==> src/design/smdb_pkg.sv <==
// Shared types and constants for the spectrum magnitude / dB converter.
// Used by every module of the block; no dependencies.
`default_nettype none
package smdb_pkg;

  localparam int SAMPLE_W  = 24;
  localparam int BIN_W     = 16;
  localparam int VALUE_W   = 48;
  localparam int POW_W     = 48;
  localparam int MIN_LOG2  = 5;
  localparam int MAX_LOG2  = 16;
  localparam int QDEPTH    = 4;
  localparam int QPTR_W    = 2;

  // 10*log10(2) in Q.30
  localparam logic [31:0] K_DB = 32'd3232284966;

  // register indexes of the configuration port
  typedef enum logic [2:0] {
    REG_OUTPUT_MODE   = 3'd0,
    REG_NORMALIZE     = 3'd1,
    REG_SCALE_TO_UNIT = 3'd2,
    REG_LOG2_FFT_LEN  = 3'd3,
    REG_OUT_LEN       = 3'd4,
    REG_FLOOR_DB      = 3'd5
  } reg_idx_t;

  // what the back end does with a request
  typedef enum logic [1:0] {
    KIND_RAW = 2'd0,  // linear DC / Nyquist pass-through
    KIND_LIN = 2'd1,  // magnitude via square root
    KIND_DB  = 2'd2   // power in dB
  } kind_t;

  typedef struct packed {
    logic                       output_mode;
    logic                       normalize;
    logic                       scale_to_unit;
    logic [4:0]                 log2_len;   // already clamped to 5..16
    logic [15:0]                out_len;
    logic [15:0]                floor_db;
  } cfg_t;

  typedef struct packed {
    kind_t                      kind;
    logic signed [SAMPLE_W-1:0] a;
    logic signed [SAMPLE_W-1:0] b;
    logic [BIN_W-1:0]           bin;
    logic                       last;
  } job_t;

endpackage
`default_nettype wire

==> src/design/smdb_queue.sv <==
// Short request queue between front and back end.
// Depends on smdb_pkg (job_t, QDEPTH).
`default_nettype none
module smdb_queue import smdb_pkg::*; (
  input  logic clk,
  input  logic rst,
  input  logic push,
  input  job_t push_job,
  input  logic pop,
  output job_t head,
  output logic full,
  output logic empty
);

  job_t              mem [QDEPTH];
  logic [QPTR_W-1:0] wr_ptr, rd_ptr;
  logic [QPTR_W:0]   count;

  assign full  = (count == (QPTR_W+1)'(QDEPTH));
  assign empty = (count == '0);
  assign head  = mem[rd_ptr];

  always_ff @(posedge clk) begin
    if (rst) begin
      wr_ptr <= '0;
      rd_ptr <= '0;
      count  <= '0;
    end else begin
      if (push) wr_ptr <= wr_ptr + 1'b1;
      if (pop)  rd_ptr <= rd_ptr + 1'b1;
      case ({push, pop})
        2'b10:   count <= count + 1'b1;
        2'b01:   count <= count - 1'b1;
        default: count <= count;
      endcase
    end
  end

  always_ff @(posedge clk) begin
    if (push) begin
      mem[wr_ptr] <= push_job;
    end
  end

endmodule
`default_nettype wire

==> config.mk <==
export PLATFORM = sky130hd
export DESIGN_NAME = smdb_queue
export DESIGN_NICKNAME = d
export VERILOG_FILES = /design/src/design/smdb_pkg.sv /design/src/design/smdb_queue.sv
export SDC_FILE = /design/constraint.sdc
export NUM_CORES = 1
export LEC_CHECK = 0
export BUFFER_PORTS_ARGS = -buffer_cell sky130_fd_sc_hd__clkbuf_2
export CAP_MARGIN = 30
export CELL_PAD_IN_SITES_DETAIL_PLACEMENT = 0
export CELL_PAD_IN_SITES_GLOBAL_PLACEMENT = 2
export CORE_UTILIZATION = 45
export DETAILED_ROUTE_END_ITERATION = 10
export PLACE_DENSITY_LB_ADDON = 0.1
export SLEW_MARGIN = 30
export SYNTH_ARGS = -nofsm -noshare
export SYNTH_HDL_FRONTEND = slang
export SYNTH_SLANG_ARGS = --single-unit
export TNS_END_PERCENT = 30
==> constraint.sdc <==
create_clock -name clk -period 2.86 [get_ports clk]
set_input_delay 0.143 -clock clk [delete_from_list [all_inputs] [get_ports clk]]
set_output_delay 0.143 -clock clk [all_outputs]
set_load 0.03 [all_outputs]
; After elaboration in Yosys (flattened, before gate mapping)
; Memories as Yosys holds them, arrays and structs flattened. A register that Yosys moved wholly into a read port is not among the register bits.
; Cells that the tools add are included.
[totals]
ff_bits = 7
ram_bits = 268
in_bits = 71
out_inout_bits = 69
word_cells = 18
mem_count = 1
[classes]
add_sub_neg = 4
eq_ne = 3
mux = 5
reduce_logical = 2
[mem_list]
columns = name, depth, width, rd, rd_ports_with_merged_regs, write_ports, line_no
row1 = mem, 4, 67, 1, 1, 1, smdb_queue.sv:15  ; job_t mem [QDEPTH];
[ops]
columns = op, n
row1 = $pmux W3 S2, 1
row2 = $add A2 B1 Y2 const B, 2
row3 = $mux W2, 2
row4 = $add A3 B1 Y3 const B, 1
row5 = $eq A3 B3 Y1 const B, 1
row6 = $logic_not A3 Y1, 1
row7 = $sub A3 B1 Y3 const B, 1
row8 = $eq A2 B1 Y1 const B, 1
row9 = $eq A2 B2 Y1 const B, 1
row10 = $mux W1, 2
row11 = $reduce_bool A2 Y1, 1

; Longest topological paths before layout
; Gate-level depths: netlist of run 1.
[depth]
ltp_word = 3
mapped_depth = 7
mapped_depth_nobuf = 7

; Worst setup path after synthesis of run 1
; OpenSTA, ideal clock, no wires.
[synth_timing]
path_kind = reg-to-reg
startpoint = register wr_ptr[0]
endpoint = memory mem[0][0] (netlist name) (enable)
setup_time_ns = 0.432
arrival_ns = 2.115
t_required_ns = 2.428
path_slack_ns = 0.313
path_stages_with_launch = 4
n_path_buf = 0
synth_period_minus_slack_ns = 2.547
cell_sequence = dfxtp_1 -> inv_1 -> ha_1 -> and2_1
[synth_lines]
columns = item, line_no
row1 = from (decl), smdb_queue.sv:16  ; logic [QPTR_W-1:0] wr_ptr, rd_ptr;
row2 = from (signal assigned), smdb_queue.sv:29  ; if (push) wr_ptr <= wr_ptr + 1'b1;
row3 = to (decl), smdb_queue.sv:15
; No word-level cell before the write port.

==> metrics.md, run 1 <==
| Metric | Value |
|---|---|
| Highest-count cells in the layout ignoring fill and taps | `edfxtp_1 (268), clkbuf_2 (139), dlygate4sd3_1 (70)` |
| Data arrival time at the worst-slack endpoint | `2.30 ns` |
| Setup Buffers After CTS | `0` |
| Antenna violations before repair | `0` |
| Most common cell after layout, fill and taps aside | `edfxtp_1` |
| Fill cell total of the finished layout | `1,646` |
| Core Util, Final | `58.0%` |
| Via count of the first global-routing pass | `5,226` |
| Clock Tree Buf Depth | `3` |
| Starting DRC count in detailed routing | `237` |
| Number of clock sinks seen by CTS | `277` |
| Part of the power in the clock network | `36.4%` |
| Critical path type | `flip-flop to primary output` |
| Share of post-route cells with drive strength above 1 | `39.8%` |
| Synthesized netlist net count | `474` |
| Overall via count from detail_route | `4,778` |
| Worst IR Drop VDD | `0.542 mV` |
| Number of detailed-routing iterations run before antenna repair | `9` |
| Area leader, netlist | `edfxtp_1` |
| Pin count of the biggest net entering global routing | `38` |
| Power per Cell Area | `725 mW/mm2` |
| Maximum fanout count along the critical path | `25` |
| Proportion of synthesized flip-flops having asynchronous set or reset | `0%` |
| Mean area per synthesized cell | `25.5 um2` |
| CTS H-Tree Depth | `1` |
| Non-filler instance count after layout | `928` |
| FP Rows | `54` |
| Num ports | `140` |
| Cells after synthesis | `397` |
| First-pass GRT wire length | `28,800 um` |
| Minimum setup slack among reg-to-reg paths | `1.09 ns` |
| Count of maximum capacitance violations | `0` |
| Hold Violations, Final | `0` |
| Clock tree from TritonCTS | `yes` |
| Placeable core region | `0.0220 mm2` |
| Total net switching power | `0.00218 W` |
| Die Ht | `152 um` |
| Post-detailed-route count of antenna-violating nets | `0` |
| Fin crit period | `2.45 ns` |
| Run status | `complete, but fails checks` |
| Switching portion of total power | `23.6%` |
| Main synth FF type | `edfxtp_1` |
| Post-layout net count | `705` |
| WL/cell | `19.9 um` |
| Fmax achieved | `0.409 GHz` |
| Total of endpoints with negative setup slack in the final report | `0` |
| Number of distinct library cell variants in the gate-level netlist after synthesis | `23` |
| Endpoint of the worst-slack reg-to-reg timing path | `mem[0][24]` |
| Termination of the worst setup path | `head[50]` |
| Root buffer cell | `clkbuf_16` |
| Sequential fraction of design power | `51.3%` |
| Number of hold-repair buffers added at the cts stage | `70` |
| Detailed placer's ending HPWL | `10,500 um` |
| Leading cell types by total area after synthesis | `edfxtp_1 (79%), mux4_2 (15%), dfxtp_1 (1.8%)` |
| Pleak | `4.38 nW` |
| Area overhead of the layout relative to synthesis | `25.7%` |
| Global route overflow | `0` |
| Placed instance count | `807` |
| Chip width | `152 um` |
| Sequential cell area | `0.00824 mm2` |
| Sort of element at the start of the critical path | `flip-flop` |
| Sum Neg Setup Slack | `0 ns` |
| Netlist area before placement | `0.0101 mm2` |
| Residual DRC | `20` |
| Violated checks | `DRC` |
| Global Route Usage Sum | `16.4%` |
| Slew @ Worst Pin | `0.615 ns` |
| Area of the die | `0.0231 mm2` |
| Number of vias per cell | `5.15` |
| Final max-slew violation count | `0` |
| Total clock buffers created by CTS | `29` |
| Initial standard-cell utilization of the core | `46.2%` |
| Post-CTS Resized | `0` |
| FF-to-FF path depth | `4` |
| Internal Power | `0.00706 W` |
| Part of the Yosys area used for sequential elements | `81.2%` |
| Total Wirelength | `18,400 um` |
| Number of buffer cells added on primary ports | `139` |
| Rel. slew slack | `59.0%` |
| Area used by multi-input combinational logic | `0.00175 mm2` |
| Register clock-pin slew on the reported worst setup and hold paths | `0.06 ns` |
| Clock skew after layout | `0.0104 ns` |
| Part of the cycle the worst path needs | `85.5%` |
| Share of total power in combinational logic | `12.3%` |
| Later-pin clock latency in the skew report | `0.53 ns` |
| Diode insertion count for antenna repair | `0` |
| FF+latch count, synth | `277` |
| Critical path endpoint category | `primary output` |
| Hold Path Class | `input pin to flip-flop` |
| Launch instance of the worst register-to-register path | `wr_ptr[0]` |
| Yosys top cell area share | `79.4%` |
| Required time of the worst setup path | `2.72 ns` |
| Number of flops mapped to enable cells by yosys | `268` |
| RSZ-0062 raised after global routing | `false` |
| Final weighted congestion in routability-driven placement | `0.672` |
| Warnings from Yosys | `0` |
-- area by class of cell --
| cell class | count | area share [%] |
|---|---|---|
| tap | 280 | 2.75 |
| sequential | 277 | 64.6 |
| timing repair buffer | 216 | 12.1 |
| clock inverter | 13 | 0.697 |
| clock buffer | 38 | 5.96 |
| inverter | 6 | 0.177 |
| multi-input combinational | 98 | 13.7 |
-- state kept, by name, summed over array words and instances, names as in the netlist, named ones only --
| signal | flops |
|---|---|
| mem | 268 |
| rd_ptr | 2 |
| wr_ptr | 2 |
| count | 3 |
-- synth_stat cells, drive strengths merged (2+ instances only) --
library cell / instances
xor2: 3
and2: 4
ha: 5
a21oi: 2
mux4: 67
edfxtp: 268
dfxtp: 9
inv: 6
nor2: 8
buf: 15
xnor2: 2
-- worst min path at each step --
stage,from,end,slack [ns],cells past startpoint
6_report,push_job[57],mem[2][57],0.37,2
5_1_grt,push_job[12],mem[3][12],0.36,2
4_1_cts,push_job[10],mem[1][10],0.34,2
3_5_place_dp,push_job[38],mem[2][38],0.36,1
3_3_place_gp,push_job[10],mem[0][10],0.35,1
2_1_floorplan,push_job[0],mem[0][0],0.24,0
-- per-layer routing --
| layer | part of all wire (%) | vias to the layer above | GRT usage, % | routed length, um |
|---|---|---|---|---|
| met4 | 2.2 | 0 | 4.47 | 408 |
| met5 | 0 | - | 0 | 0 |
| met3 | 5.3 | 37 | 3.54 | 986 |
| met1 | 42 | 2455 | 20.7 | 7740 |
| li1 | - | 2146 | - | - |
| met2 | 50 | 140 | 28.8 | 9300 |
-- metrics by stage --
step                      power (W)  hold slack (ns)  setup WS [ns]  instance area (um2)
final                       0.00924            0.372          0.413                12700
after global routing        0.00956            0.356          0.253                12700
after floorplan             0.00556            0.242          0.313                10100
after CTS                   0.00936            0.345          0.316                12700
after global placement      0.00589            0.355          0.899                11200
after detailed placement    0.00591            0.364          0.894                11200
-- critical path, cell delays in order (launching register included) --
cell,delay [ns]
dfxtp_4,0.67
buf_12,0.30
mux4_2,0.57
clkbuf_2,0.21
-- kinds of logic (layout without fill, tap and decap cells) --
| kind of cell | after synthesis | count (layout) | share of synthesized area [%] |
|---|---|---|---|
| AO/OA/AOI/OAI | 3 | 3 | 0.148 |
| XOR/XNOR | 5 | 5 | 0.432 |
| adder cells (fa/ha/maj) | 6 | 6 | 0.815 |
| buffers and inverters | 22 | 273 | 1.69 |
| flip-flops | 277 | 277 | 81.2 |
| multiplexers | 68 | 68 | 15.0 |
| AND/OR/NAND/NOR | 16 | 16 | 0.753 |
-- power by group through the flow --
stage               logic, W  registers (W)  clock network [W]
global route         0.00121        0.00476            0.00359
CTS                  0.00117        0.00474            0.00345
floorplan           0.000775        0.00478                  0
global placement     0.00107        0.00482                  0
finish               0.00114        0.00474            0.00336
detailed placement   0.00108        0.00483                  0
Power figures use the tool's default switching activity.
==> run 2, diff against run 1 <==
--- a/config.mk
+++ b/config.mk
@@ -5,11 +5,11 @@
 export SDC_FILE = /design/constraint.sdc
 export NUM_CORES = 1
 export LEC_CHECK = 0
-export BUFFER_PORTS_ARGS = -buffer_cell sky130_fd_sc_hd__clkbuf_2
+export BUFFER_PORTS_ARGS = -buffer_cell sky130_fd_sc_hd__buf_2
 export CAP_MARGIN = 30
 export CELL_PAD_IN_SITES_DETAIL_PLACEMENT = 0
 export CELL_PAD_IN_SITES_GLOBAL_PLACEMENT = 2
-export CORE_UTILIZATION = 45
+export CORE_UTILIZATION = 48
 export DETAILED_ROUTE_END_ITERATION = 10
 export PLACE_DENSITY_LB_ADDON = 0.1
 export SLEW_MARGIN = 30
==> constraint.sdc (replaced) <==
create_clock -name clk -period 3 [get_ports clk]
set_input_delay 0.15 -clock clk [delete_from_list [all_inputs] [get_ports clk]]
set_output_delay 0.15 -clock clk [all_outputs]
set_load 0.03 [all_outputs]
==> run 2 against run 1 <==
The run now ends clean. Final cell count decreased by 0.75%. Power down 1.7%. Flip-flop and latch count stayed put. Setup slack improved by 0.16 ns. Wire length shrank 2.4%. Clock power is 4% higher. Largest cell class unchanged. Largest power group unchanged.
==> metrics.md, run 2 (synthesis results as in run 1) <==
| Metric | Value |
|---|---|
| Run status | `completed` |
| Total of endpoints with negative setup slack in the final report | `0` |
| Detailed placer's ending HPWL | `9970 um` |
| Critical path's top delay family | `buffers and inverters` |
| Internal Power | `0.00699 W` |
| Slew @ Worst Pin | `0.659 ns` |
| Hold Violations, Final | `0` |
| Area of the die | `0.0217 mm2` |
| Placeable core region | `0.0205 mm2` |
| Crit path buffers/inverters | `2` |
| Num ports | `140` |
| CP Cell Sequence | `buf_12, mux4_2, buf_2` |
| Critical path endpoint category | `primary output` |
| Cell at the slowest stage of the critical path | `mux4_2` |
| Highest-count cells in the layout ignoring fill and taps | `edfxtp_1 (268), buf_2 (139), dlygate4sd3_1 (71)` |
| CP max stage delay | `0.60 ns` |
| Later-pin clock latency in the skew report | `0.53 ns` |
| Maximum fanout count along the critical path | `60` |
| Number of clock sinks seen by CTS | `277` |
| Post-detailed-route count of antenna-violating nets | `0` |
| Fin crit period | `2.43 ns` |
| RSZ-0062 raised after global routing | `false` |
| Final weighted congestion in routability-driven placement | `0.666` |
| Final max-slew violation count | `0` |
| First-pass GRT wire length | `28,000 um` |
| CTS H-Tree Depth | `1` |
| Data arrival time at the worst-slack endpoint | `2.28 ns` |
| Largest register by flop count | `mem` |
| Total clock buffers created by CTS | `29` |
| Area overhead of the layout relative to synthesis | `26.4%` |
| Via count of the first global-routing pass | `5,250` |
| Critical path type | `flip-flop to primary output` |
| Chip width | `147 um` |
| Core Util, Final | `62.5%` |
| Clock skew after layout | `0.0125 ns` |
| Register clock-pin slew on the reported worst setup and hold paths | `0.06 ns` |
| Post-CTS Resized | `0` |
| Number of buffer cells added on primary ports | `139` |
| Clock tree from TritonCTS | `yes` |
| Global route overflow | `0` |
| Part of the power in the clock network | `38.4%` |
| Non-filler instance count after layout | `921` |
| Largest regs | `mem: 268 flops, count: 3 flops` |
| Total net switching power | `0.00209 W` |
| Placed instance count | `797` |
| Area used by multi-input combinational logic | `0.00175 mm2` |
| Global Route Usage Sum | `17.2%` |
| Residual DRC | `0` |
| Total non-filler cell area in the finished layout | `0.0128 mm2` |
| Cell area reported after detailed placement | `0.0112 mm2` |
| Total Wirelength | `18,000 um` |
| Antenna violations before repair | `0` |
| Most common cell after layout, fill and taps aside | `edfxtp_1` |
| Rel. slew slack | `56.1%` |
| Hold Path Class | `input pin to flip-flop` |
| Diode insertion count for antenna repair | `0` |
| Overall via count from detail_route | `4,806` |
| Power per Cell Area | `709 mW/mm2` |
| Sum Neg Setup Slack | `0 ns` |
| Share of total power in combinational logic | `12.0%` |
| Flip-flop count of the largest register, all copies and words added | `268` |
| Count of maximum capacitance violations | `0` |
| Root buffer cell | `clkbuf_16` |
| Pin count of the biggest net entering global routing | `61` |
| Pleak | `4.40 nW` |
| Clock Tree Buf Depth | `3` |
| Post-layout net count | `706` |
| Sequential fraction of design power | `49.6%` |
| Initial standard-cell utilization of the core | `49.5%` |
| Switching portion of total power | `23.0%` |
| Die Ht | `147 um` |
| Fmax achieved | `0.412 GHz` |
| FP Rows | `52` |
| Required time of the worst setup path | `2.85 ns` |
| Number of vias per cell | `5.22` |
| Starting DRC count in detailed routing | `195` |
| Number of detailed-routing iterations run before antenna repair | `4` |
| Worst IR Drop VDD | `0.483 mV` |
| Sort of element at the start of the critical path | `flip-flop` |
| WL/cell | `19.5 um` |
| Share of post-route cells with drive strength above 1 | `40.1%` |
| Part of the cycle the worst path needs | `81.0%` |
| Sequential cell area | `0.00824 mm2` |
| Fill cell total of the finished layout | `1,457` |
## run 2: changes by cell type in the layout (fill, tap and decap cells not counted), moves of 2 or more
cell,before,now
clkbuf_1,9,6
clkbuf_2,139,0
bufinv_16,1,4
buf_2,0,139
clkinv_1,3,5
inv_6,0,2
## run 2: layout make-up
type | count | area share [%]
Timing Repair Buffer | 217 | 12.0
Clock inverter | 18 | 1.49
Multi-Input combinational cell | 98 | 13.6
Sequential cell | 277 | 64.3
Clock buffer | 35 | 5.84
Tap cell | 270 | 2.64
Inverter | 6 | 0.176
## run 2: power by group through the flow
stage | logic, W | clock network [W] | registers [W]
finish | 0.00109 | 0.00349 | 0.00450
CTS | 0.00111 | 0.00357 | 0.00451
detailed placement | 0.00103 | 0 | 0.00459
global placement | 0.00103 | 0 | 0.00458
floorplan | 0.000739 | 0 | 0.00456
global route | 0.00116 | 0.00373 | 0.00452
## run 2: final timing paths
| check | start | to | cells past startpoint | slack (ns) |
|---|---|---|---|---|
| hold reg to reg | count[2] | count[2] | 2 | 0.52 |
| setup / recovery | flip-flop | head[24] | 3 | 0.57 |
| hold / removal | push_job[14] | mem[3][14] | 2 | 0.37 |
| setup reg to reg | wr_ptr[0] | mem[2][38] | 4 | 1.22 |
## run 2: metrics by stage
step | setup WS, ns | total power, W | hold slack, ns
after CTS | 0.487 | 0.00918 | 0.349
after global routing | 0.416 | 0.00941 | 0.342
after detailed placement | 1.07 | 0.00562 | 0.368
after floorplan | 0.453 | 0.00530 | 0.249
after global placement | 1.07 | 0.00560 | 0.359
final | 0.571 | 0.00908 | 0.368
## run 2: repair_timing
| action | in CTS | in global routing |
|---|---|---|
| hold endpoints to repair | 277 | 0 |
| hold buffers | 71 | 0 |
| buffers inserted | 0 | 0 |
## run 2: layer usage
layer / global-route usage [%] / part of all wire [%] / routed length (um) / vias to the layer above
met5: 0 / 0 / 0 / -
met4: 3.61 / 1.4 / 258 / 0
met3: 4.22 / 5.7 / 1030 / 22
met2: 29.6 / 50 / 9080 / 132
met1: 22.2 / 42 / 7620 / 2497
li1: - / - / - / 2155
