### src/design/smdb_pkg.sv
// Shared types and constants for the spectrum magnitude / dB converter.
// Used by every module of the block; no dependencies.
`default_nettype none
package smdb_pkg;

  localparam int SAMPLE_W  = 24;
  localparam int BIN_W     = 16;
  localparam int VALUE_W   = 48;
  localparam int POW_W     = 48;
  localparam int MIN_LOG2  = 5;
  localparam int MAX_LOG2  = 16;
  localparam int QDEPTH    = 4;
  localparam int QPTR_W    = 2;

  // 10*log10(2) in Q.30
  localparam logic [31:0] K_DB = 32'd3232284966;

  // register indexes of the configuration port
  typedef enum logic [2:0] {
    REG_OUTPUT_MODE   = 3'd0,
    REG_NORMALIZE     = 3'd1,
    REG_SCALE_TO_UNIT = 3'd2,
    REG_LOG2_FFT_LEN  = 3'd3,
    REG_OUT_LEN       = 3'd4,
    REG_FLOOR_DB      = 3'd5
  } reg_idx_t;

  // what the back end does with a request
  typedef enum logic [1:0] {
    KIND_RAW = 2'd0,  // linear DC / Nyquist pass-through
    KIND_LIN = 2'd1,  // magnitude via square root
    KIND_DB  = 2'd2   // power in dB
  } kind_t;

  typedef struct packed {
    logic                       output_mode;
    logic                       normalize;
    logic                       scale_to_unit;
    logic [4:0]                 log2_len;   // already clamped to 5..16
    logic [15:0]                out_len;
    logic [15:0]                floor_db;
  } cfg_t;

  typedef struct packed {
    kind_t                      kind;
    logic signed [SAMPLE_W-1:0] a;
    logic signed [SAMPLE_W-1:0] b;
    logic [BIN_W-1:0]           bin;
    logic                       last;
  } job_t;

endpackage
`default_nettype wire

### src/design/smdb_front.sv
// Front end: accepts input pairs, tracks the bin counter and turns each pair
// into zero, one or two back-end requests. Depends on smdb_pkg.
`default_nettype none
module smdb_front import smdb_pkg::*; (
  input  logic                       clk,
  input  logic                       rst,
  input  cfg_t                       cfg,
  input  logic                       in_valid,
  output logic                       in_ready,
  input  logic signed [SAMPLE_W-1:0] re_part,
  input  logic signed [SAMPLE_W-1:0] im_part,
  input  logic                       frame_start,
  output logic                       push,
  output job_t                       push_job,
  input  logic                       q_full
);

  logic [14:0] bin_count;
  logic        pend_valid;
  job_t        pend_job;

  logic [15:0] half, half_mask, olen, end_bin, bin;
  logic        nyq, accept, emit_a;
  job_t        job_a, job_n;

  always_comb begin
    half      = 16'd1 << (cfg.log2_len - 5'd1);
    half_mask = half - 16'd1;
    olen      = (cfg.out_len == 16'd0) ? 16'd1 : cfg.out_len;
    end_bin   = ((olen < half) ? olen : half) - 16'd1;
    bin       = frame_start ? 16'd0 : {1'b0, bin_count & half_mask[14:0]};
    nyq       = {1'b0, olen} >= ({1'b0, half} + 17'd1);
    accept    = in_valid && in_ready;
    emit_a    = (bin == 16'd0) || (bin <= end_bin);

    job_a.bin = bin;
    job_a.a   = re_part;
    if (bin == 16'd0) begin
      job_a.kind = cfg.output_mode ? KIND_DB : KIND_RAW;
      job_a.b    = '0;
      job_a.last = (end_bin == 16'd0);
    end else begin
      job_a.kind = cfg.output_mode ? KIND_DB : KIND_LIN;
      job_a.b    = im_part;
      job_a.last = (bin == end_bin);
    end

    job_n.kind = cfg.output_mode ? KIND_DB : KIND_RAW;
    job_n.a    = im_part;
    job_n.b    = '0;
    job_n.bin  = half;
    job_n.last = 1'b0;
  end

  assign in_ready = !pend_valid && !q_full;
  assign push     = pend_valid ? !q_full : (accept && emit_a);
  assign push_job = pend_valid ? pend_job : job_a;

  always_ff @(posedge clk) begin
    if (rst) begin
      bin_count  <= '0;
      pend_valid <= 1'b0;
    end else begin
      if (accept) begin
        bin_count <= 15'(bin + 16'd1) & half_mask[14:0];
      end
      if (accept && (bin == 16'd0) && nyq) begin
        pend_valid <= 1'b1;
      end else if (pend_valid && !q_full) begin
        pend_valid <= 1'b0;
      end
    end
  end

  always_ff @(posedge clk) begin
    if (accept) begin
      pend_job <= job_n;
    end
  end

endmodule
`default_nettype wire

### config.mk
export PLATFORM = sky130hd
export DESIGN_NAME = smdb_front
export DESIGN_NICKNAME = d
export VERILOG_FILES = /design/src/design/smdb_pkg.sv /design/src/design/smdb_front.sv
export SDC_FILE = /design/constraint.sdc
export NUM_CORES = 1
export LEC_CHECK = 0
export BUFFER_PORTS_ARGS = -buffer_cell sky130_fd_sc_hd__buf_2
export CAP_MARGIN = 20
export CELL_PAD_IN_SITES_DETAIL_PLACEMENT = 0
export CELL_PAD_IN_SITES_GLOBAL_PLACEMENT = 1
export CORE_MARGIN = 8
export CORE_UTILIZATION = 24
export DETAILED_ROUTE_END_ITERATION = 10
export GPL_ROUTABILITY_DRIVEN = 0
export PLACE_DENSITY = 0.6
export SLEW_MARGIN = 20
export SYNTH_ARGS = -nofsm -noshare
export SYNTH_HDL_FRONTEND = slang
export SYNTH_SLANG_ARGS = --single-unit
### constraint.sdc
create_clock -name clk -period 21.7 [get_ports clk]
set_clock_uncertainty 0.2 [all_clocks]
set_input_delay 2.17 -clock clk [delete_from_list [all_inputs] [get_ports clk]]
set_output_delay 2.17 -clock clk [all_outputs]
set_load 0.02 [all_outputs]
## Yosys cells after proc, flatten, opt, wreduce, memory -nomap -nowiden

Index checks and enable logic that the tools add are counted.

- Flip-flop bits (word level): 58
- Input port bits: 93
- Output and inout bits: 69
- Logic and storage cells: 42

- Add/sub/neg operators: 5
- Order comparisons: 3
- Equality and inequality tests: 1
- Shift operators: 1
- Mux-type cells: 12
- Bitwise operators: 2
- Reduce and logical (&&, ||, !) cells: 13

Operators with widths:

| cell | number |
|---|---|
| $mux W67 | 1 |
| $logic_not A16 Y1 | 3 |
| $mux W16 | 2 |
| $and A15 B15 Y15 | 2 |
| $mux W24 | 1 |
| $add A16 B1 Y17 const B | 1 |
| $ge A16 B17 Y1 | 1 |
| $eq A15 B16 Y1 | 1 |
| $le A15 B16 Y1 | 1 |
| $lt A16 B16 Y1 | 1 |
| $shl A1 B5 Y16 const A | 1 |
| $sub A16 B1 Y16 const B | 1 |
| $add A15 B1 Y15 const B | 1 |
| $mux W15 | 1 |
| $sub A15 B1 Y15 const B | 1 |
| $logic_and A1 B1 Y1 | 6 |
| $mux W2 | 3 |
| $sub A5 B1 Y5 const B | 1 |
| $mux W1 | 4 |
| $logic_not A1 Y1 | 2 |
| $reduce_bool A2 Y1 | 1 |
| $logic_or A1 B1 Y1 | 1 |

## Depth between registers and ports, before layout

Gate-level depths: netlist of the first run.

- Word-level depth: 9
- Mapped depth: 31

## Worst setup path after synthesis of the first run

No wires, ideal clock.

- Path kind: input -> output
- Start point: input cfg[32] (netlist bit)
- End point: output push
- Data arrival time: 8542 ps
- Required time: 19330 ps
- Slack: 10788 ps
- Stages on the path: 29
- Path buffers: 5
- Path through: buf_2 -> nor2_1 -> ha_1 -> clkbuf_1 -> nand2b_1 -> or3_1 -> clkbuf_1 -> ha_1 -> nand4_1 -> nor4_1 -> a221o_1 -> clkbuf_1 -> clkbuf_1 -> mux2i_1 -> ha_1 -> o21ai_0 -> nor4_1 -> nand4_1 -> mux2i_1 -> nand2_1 -> xnor2_1 -> a21oi_1 -> ha_1 -> and4_1 -> nand4_1 -> nor2_1 -> a2111oi_0 -> nor2_1 -> a311oi_1

- Cells in the longest elaborated chain, start to end: 9
- Elaborated cells between the ends (all ways): 13

Ends and longest elaborated chain:

| what | RTL line | source |
|---|---|---|
| start: declaration | smdb_front.sv:7 | `input cfg_t cfg,` |
| $sub A5 B1 Y5 * | smdb_front.sv:27 | `half = 16'd1 << (cfg.log2_len - 5'd1);` |
| $shl A1 B5 Y16 * | smdb_front.sv:27 |  |
| $lt A16 B16 Y1 or $sub A15 B1 Y15 (tied branches) | smdb_front.sv:30, smdb_front.sv:28 |  |
| $mux W16 or $and A15 B15 Y15 (tied branches) | smdb_front.sv:30, smdb_front.sv:31 |  |
| $sub A16 B1 Y16 or $mux W15 (tied branches) | smdb_front.sv:30, smdb_front.sv:31 |  |
| $le A15 B16 Y1 or $logic_not A16 Y1 (tied branches) | smdb_front.sv:34 | `emit_a = (bin == 16'd0) \|\| (bin <= end_bin);` |
| $logic_or A1 B1 Y1 * | smdb_front.sv:34 |  |
| $logic_and A1 B1 Y1 * | smdb_front.sv:56 | `assign push = pend_valid ? !q_full : (accept && emit_a);` |
| $mux W1 * | smdb_front.sv:56 |  |
| end: declaration | smdb_front.sv:13 | `output logic push,` |

Every way passes the cells marked *; elsewhere a longest branch is shown, timed or not.

## Final worst setup path of the first run

- Start point: input cfg[33] (netlist bit)
- End point: output push

Same word-level chain as after synthesis.

==> results_dict.tcl, run 1 <==
set metrics [dict create \
    synth_cell_types 66 \
    maxSlewViolCount 0 \
    cts-resized-gates 0 \
    initial_core_util 0.2442 \
    r2r_setup_slack_ns 18.09 \
    synth_edf_count 41 \
    synth_area_um2 5714 \
    area_growth_pct 22.82 \
    wire_per_inst_um 17.80 \
    clock_latency_ns 0.33 \
    num_vias 5254 \
    antenna_found_initial 0 \
    ioPinCount 162 \
    dieArea_um2 29000 \
    antennaDiodeCount 0 \
    max_freq_ghz 0.08365 \
    fin_hold_ws_ns 0.2617 \
    cts-htree-levels 3 \
    hold_depth 2 \
    status "completed" \
    rsz0062_at_grt "no" \
    worst-setup-path-type "in2out" \
    drv_cap 0 \
    dominantRegCellSynth "edfxtp_1" \
    power_density_nw_per_um2 54.49 \
    detail-route-antenna-nets 0 \
    crit_path_end_kind "output pin" \
    layout.nets 920 \
    clock_tree.root_cell "clkbuf_16" \
    cts_setup_buffers 0 \
    synth-seq-cells 57 \
    peakVddDrop_v 0.00003117 \
    yosysWarnings 0 \
    yosysSeqAreaShare 0.2715 \
    drc 0 \
    first_global_vias 5246 \
    yosys-top-cells-area "edfxtp_1, ha_1, mux2_2, dfxtp_1, nand2_1" \
    cts_buffers 9 \
    hold_viol_final 0 \
    r2r-end "bin_count[1]$_SDFFE_PP0P_" \
    cp_max_fo 31 \
    tightest_slew_ns 0.9312 \
    hold_start "bin_count[0]$_SDFFE_PP0P_" \
    die_w_um 170.3 \
    cts_num_sinks 57 \
    dieHeight_um 170.3 \
    grt-ovfl-total 0 \
    core_area_um2 23400 \
    routed_wl_um 19510 \
    syn_nets 808 \
    whs_endpoint "bin_count[0]$_SDFFE_PP0P_" \
    clock_tree.buffer_depth 2 \
    io_buffers 143 \
    drtIter0Drc 356 \
    period_share 0.5509 \
    dpl.hpwl_um 15250 \
    fin_cells 1096 \
    grt_max_degree 52 \
    routed_via_density 4.794 \
    holdBufCountCts 0 \
    critPathArrivalTime_ns 9.58 \
    setup_violations 0 \
    syn-instance-count 660 \
    async_flop_share 0 \
    synth_common_cells "nand2_1, ha_1, edfxtp_1" \
    layout-drive-gt1-share 0.3063 \
    clk_pin_slew_ns 0.06 \
    placedCellCount 1080 \
    slew_headroom 0.3785 \
    grt_pass1_wl_um 29780 \
    cts_tree "yes" \
    firstDrtPassIters 4 \
    synth_top_area_frac 0.2155 \
    grt.total_usage 0.1311 \
    synth_largest_area_cell "edfxtp_1" \
    r2r-start "pend_valid$_SDFFE_PP0P_" \
    cellLeakagePower_nw 3.071 \
    cp-start-kind "input port" \
    finalWorstPathRequiredPeriod_ns 11.95 \
    reg2reg_depth 7 \
    synth.most_common_cell "nand2_1" \
    hold_class "reg2reg" \
    rows 56 \
    syn_avg_cell_area_um2 8.658 \
    fin_setup_tns_ns 0 \
    worst_ep_required_time_ns 19.33 \
]
cells in the final DEF, fill, tap and decap left out, types with 10 or more instances in the layout:
cell	count
nand3_1	27
nand4_1	14
and2_4	20
or3_1	14
a21oi_1	32
and2_1	10
nor2_1	36
inv_1	30
nand2_1	60
mux2i_1	13
buf_2	143
edfxtp_1	41
mux2_2	37
nor4_1	13
dfxtp_1	15
ha_1	55
xnor2_1	19
nor3_1	17
a21o_1	10
o21ai_0	28
metrics by stage:
stage            util  area [um2]  setup slack [ns]  total power [W]
2_1_floorplan       -        5714             10.79        0.0001848
3_3_place_gp   0.2845        6658             9.725        0.0002140
3_5_place_dp   0.2849        6666             9.745        0.0002145
4_1_cts        0.2998        7017             9.685        0.0003877
5_1_grt        0.2999        7018             9.008        0.0004029
6_report       0.2999        7018             9.745        0.0003824
area by class of cell:
class	instances	area, um2
sequential	57	1553
clock buffer	9	225.2
multi-input combinational	522	3834
fill	2587	16380
inverter	34	128.9
clock inverter	7	125.1
timing repair buffer	148	753.2
tap	319	399.1
cells by family after synthesis:
kind of cell / Yosys count / share of synthesized area
simple gates: 272 / 0.2768
compound gates: 120 / 0.1382
buf+inv: 81 / 0.05912
flops: 57 / 0.2715
fa+ha+maj: 55 / 0.1204
mux: 50 / 0.09569
xor+xnor: 25 / 0.03832
worst max-delay path by stage:
| stage | startpoint | to | slack, ns | cells past startpoint |
|---|---|---|---|---|
| final | cfg[33] | push | 9.75 | 28 |
| after floorplan | cfg[32] | push | 10.79 | 29 |
| after CTS | cfg[33] | push | 9.68 | 28 |
| after global placement | cfg[33] | push | 9.73 | 28 |
| after global routing | cfg[33] | push | 9.01 | 27 |
| after detailed placement | cfg[33] | push | 9.75 | 27 |
power breakdown:
| group | switching (W) | internal [W] | leakage [nW] |
|---|---|---|---|
| logic | 0.0000557 | 0.0000347 | 2.37 |
| registers | 0.000000894 | 0.000121 | 0.527 |
| clock network | 0.0000571 | 0.000113 | 0.171 |
critical path, stage by stage:
cell      delay, ns
buf_2          0.26
nor2_1         0.43
ha_1           0.47
nor2b_1        0.38
nand3_1        0.33
ha_1           0.43
nand4_1        0.21
inv_1          0.06
a221o_1        0.35
a221o_1        0.27
buf_4          0.24
nand2_1        0.11
o21a_1         0.17
ha_1           0.29
o21ai_0        0.18
nor4_1         0.66
nand4_1        0.22
mux2i_1        0.19
nand2_1        0.08
xnor2_1        0.14
a21oi_1        0.09
ha_1           0.31
and4_1         0.17
nand4_1        0.17
nor4_1         0.51
nor2_1         0.14
a311oi_1       0.30
buf_2          0.22
routing by layer:
metal / routed length (um) / global-route usage / part of all wire
met5: 0 / 0 / 0
met4: 512 / 0.05225 / 0.026
met3: 1232 / 0.02873 / 0.063
met2: 9053 / 0.2133 / 0.46
met1: 8707 / 0.1657 / 0.45
state kept, by name, summed over array words and instances (netlist names):
register    count
pend_job       41
bin_count      15
pend_valid      1
No activity file was read; power rests on OpenSTA's default activity.
==> run 2, diff against run 1 <==
--- a/config.mk
+++ b/config.mk
@@ -13,7 +13,7 @@
 export CORE_UTILIZATION = 24
 export DETAILED_ROUTE_END_ITERATION = 10
 export GPL_ROUTABILITY_DRIVEN = 0
-export PLACE_DENSITY = 0.6
+export PLACE_DENSITY = 0.62
 export SLEW_MARGIN = 20
 export SYNTH_ARGS = -nofsm -noshare
 export SYNTH_HDL_FRONTEND = slang
==> constraint.sdc (replaced) <==
create_clock -name clk -period 10.9 [get_ports clk]
set_clock_uncertainty 0.2 [all_clocks]
set_input_delay 1.09 -clock clk [delete_from_list [all_inputs] [get_ports clk]]
set_output_delay 1.09 -clock clk [all_outputs]
set_load 0.02 [all_outputs]
==> results_dict.tcl, run 2 (synthesized netlist as in run 1, its figures left out) <==
set metrics [dict create \
    fin_hold_ws_ns 0.2555 \
    reg2reg_depth 8 \
    critPathArrivalTime_ns 7.91 \
    fin_setup_tns_ns 0 \
    holdBufCountCts 0 \
    period_share 0.8444 \
    crit_top_cell "ha_1" \
    slowest_stage "nor4_1" \
    die_w_um 170.3 \
    r2r-end "bin_count[9]$_SDFFE_PP0P_" \
    dieHeight_um 170.3 \
    rsz0062_at_grt "no" \
    routed_wl_um 19540 \
    postPlaceCellArea_um2 6688 \
    hold_depth 2 \
    critPathMaxStageDelay_ns 0.55 \
    grt-ovfl-total 0 \
    cp-start-kind "input port" \
    whs_endpoint "bin_count[0]$_SDFFE_PP0P_" \
    cts-htree-levels 3 \
    finish.instance_area_um2 6984 \
    grt_max_degree 52 \
    drv_cap 0 \
    cts_num_sinks 57 \
    power_density_nw_per_um2 101.6 \
    cts_buffers 9 \
    nFillCells 2610 \
    worst-setup-path-type "in2out" \
    antenna_found_initial 0 \
    largest_reg_flops 41 \
    hold_start "bin_count[0]$_SDFFE_PP0P_" \
    grt_pass1_wl_um 29630 \
    placedCellCount 1083 \
    cp_num_buf_inv 4 \
    dieArea_um2 29000 \
    status "completed" \
    peakVddDrop_v 0.00007653 \
    dpl.hpwl_um 15360 \
    tightest_slew_ns 0.8270 \
    multiInputGateArea_um2 3832 \
    cts_tree "yes" \
    initial_core_util 0.2442 \
    setup_violations 0 \
    crit_path_end_kind "output pin" \
    hold_viol_final 0 \
    register_area_um2 1553 \
    layout-drive-gt1-share 0.3077 \
    drc 0 \
    cp_top_family "simple AND/OR/NAND/NOR gates" \
    clock_tree.root_cell "clkbuf_16" \
    routed_via_density 4.843 \
    finalWorstPathRequiredPeriod_ns 9.204 \
    ioPinCount 162 \
    fin_cells 1099 \
    detail-route-antenna-nets 0 \
    clock_latency_ns 0.33 \
    drtIter0Drc 330 \
    final_cell_mix "buf_2, nand2_1, ha_1, edfxtp_1, mux2_2" \
    wire_per_inst_um 17.78 \
    cts_setup_buffers 0 \
    finalPower_w 0.0007094 \
    antennaDiodeCount 0 \
    cts-resized-gates 0 \
    layout.nets 923 \
    largestRegisters "pend_job x41, bin_count x15, pend_valid x1" \
    slew_headroom 0.4444 \
    io_buffers 143 \
    grt.total_usage 0.1302 \
    max_freq_ghz 0.1086 \
    worst_ep_required_time_ns 9.61 \
    firstDrtPassIters 5 \
    final_common_cell "buf_2" \
    area_growth_pct 22.22 \
    r2r_setup_slack_ns 7.97 \
    hold_class "reg2reg" \
    num_vias 5323 \
    cellLeakagePower_nw 3.056 \
    rows 56 \
    clock_tree.buffer_depth 2 \
    first_global_vias 5211 \
    maxSlewViolCount 0 \
    r2r-start "pend_valid$_SDFFE_PP0P_" \
    core_area_um2 23400 \
    cp_max_fo 29 \
    clk_pin_slew_ns 0.06 \
    top_register "pend_job" \
]
==> run 2: changes by cell type in the layout (fill, tap and decap cells not counted) <==
cell and delta:
clkinvlp_4 +2, a2111oi_0 +1, buf_4 +3, clkinv_1 +1, a2111oi_1 -1, bufinv_16 -2
inv_6 -2, inv_2 +1
==> run 2: final cells by class <==
cell class	instances	area share
clock buffer	9	0.03225
inverter	34	0.01827
timing repair buffer	151	0.1111
clock inverter	7	0.01021
sequential	57	0.2223
tap	319	0.05715
multi-input combinational	522	0.5487
==> run 2: power by group <==
| part | internal, W | switching [W] |
|---|---|---|
| logic | 0.0000702 | 0.000112 |
| registers | 0.000240 | 0.00000166 |
| clock network | 0.000176 | 0.000109 |
==> run 2: worst register-to-register path: cells and delay by family (launching register included) <==
kind	cells	cell delay (ns)
buf+inv	3	1.00
compound gates	1	0.14
flops	1	0.33
simple gates	4	1.19
==> run 2: per-layer routing <==
| metal | part of all wire | vias to the layer above | track usage | routed length, um |
|---|---|---|---|---|
| li1 | - | 2656 | - | - |
| met1 | 0.46 | 2477 | 0.1678 | 8899 |
| met2 | 0.47 | 172 | 0.2197 | 9151 |
| met3 | 0.058 | 18 | 0.02108 | 1142 |
| met4 | 0.018 | 0 | 0.03890 | 343 |
| met5 | 0 | - | 0 | 0 |
==> run 2: worst max-delay path by stage <==
stage,from,to,slack [ns],cells past startpoint
3_3_place_gp,cfg[33],push,1.70,28
5_1_grt,cfg[33],push,1.25,28
3_5_place_dp,cfg[33],push,1.77,28
6_report,cfg[33],push,1.70,28
4_1_cts,cfg[33],push,1.71,28
2_1_floorplan,cfg[32],push,2.15,29
==> run 2: stage by stage <==
stage,setup WS [ns],utilization
6_report,1.696,0.2984
5_1_grt,1.246,0.2984
4_1_cts,1.709,0.2984
3_5_place_dp,1.768,0.2858
3_3_place_gp,1.697,0.2854
2_1_floorplan,2.148,-
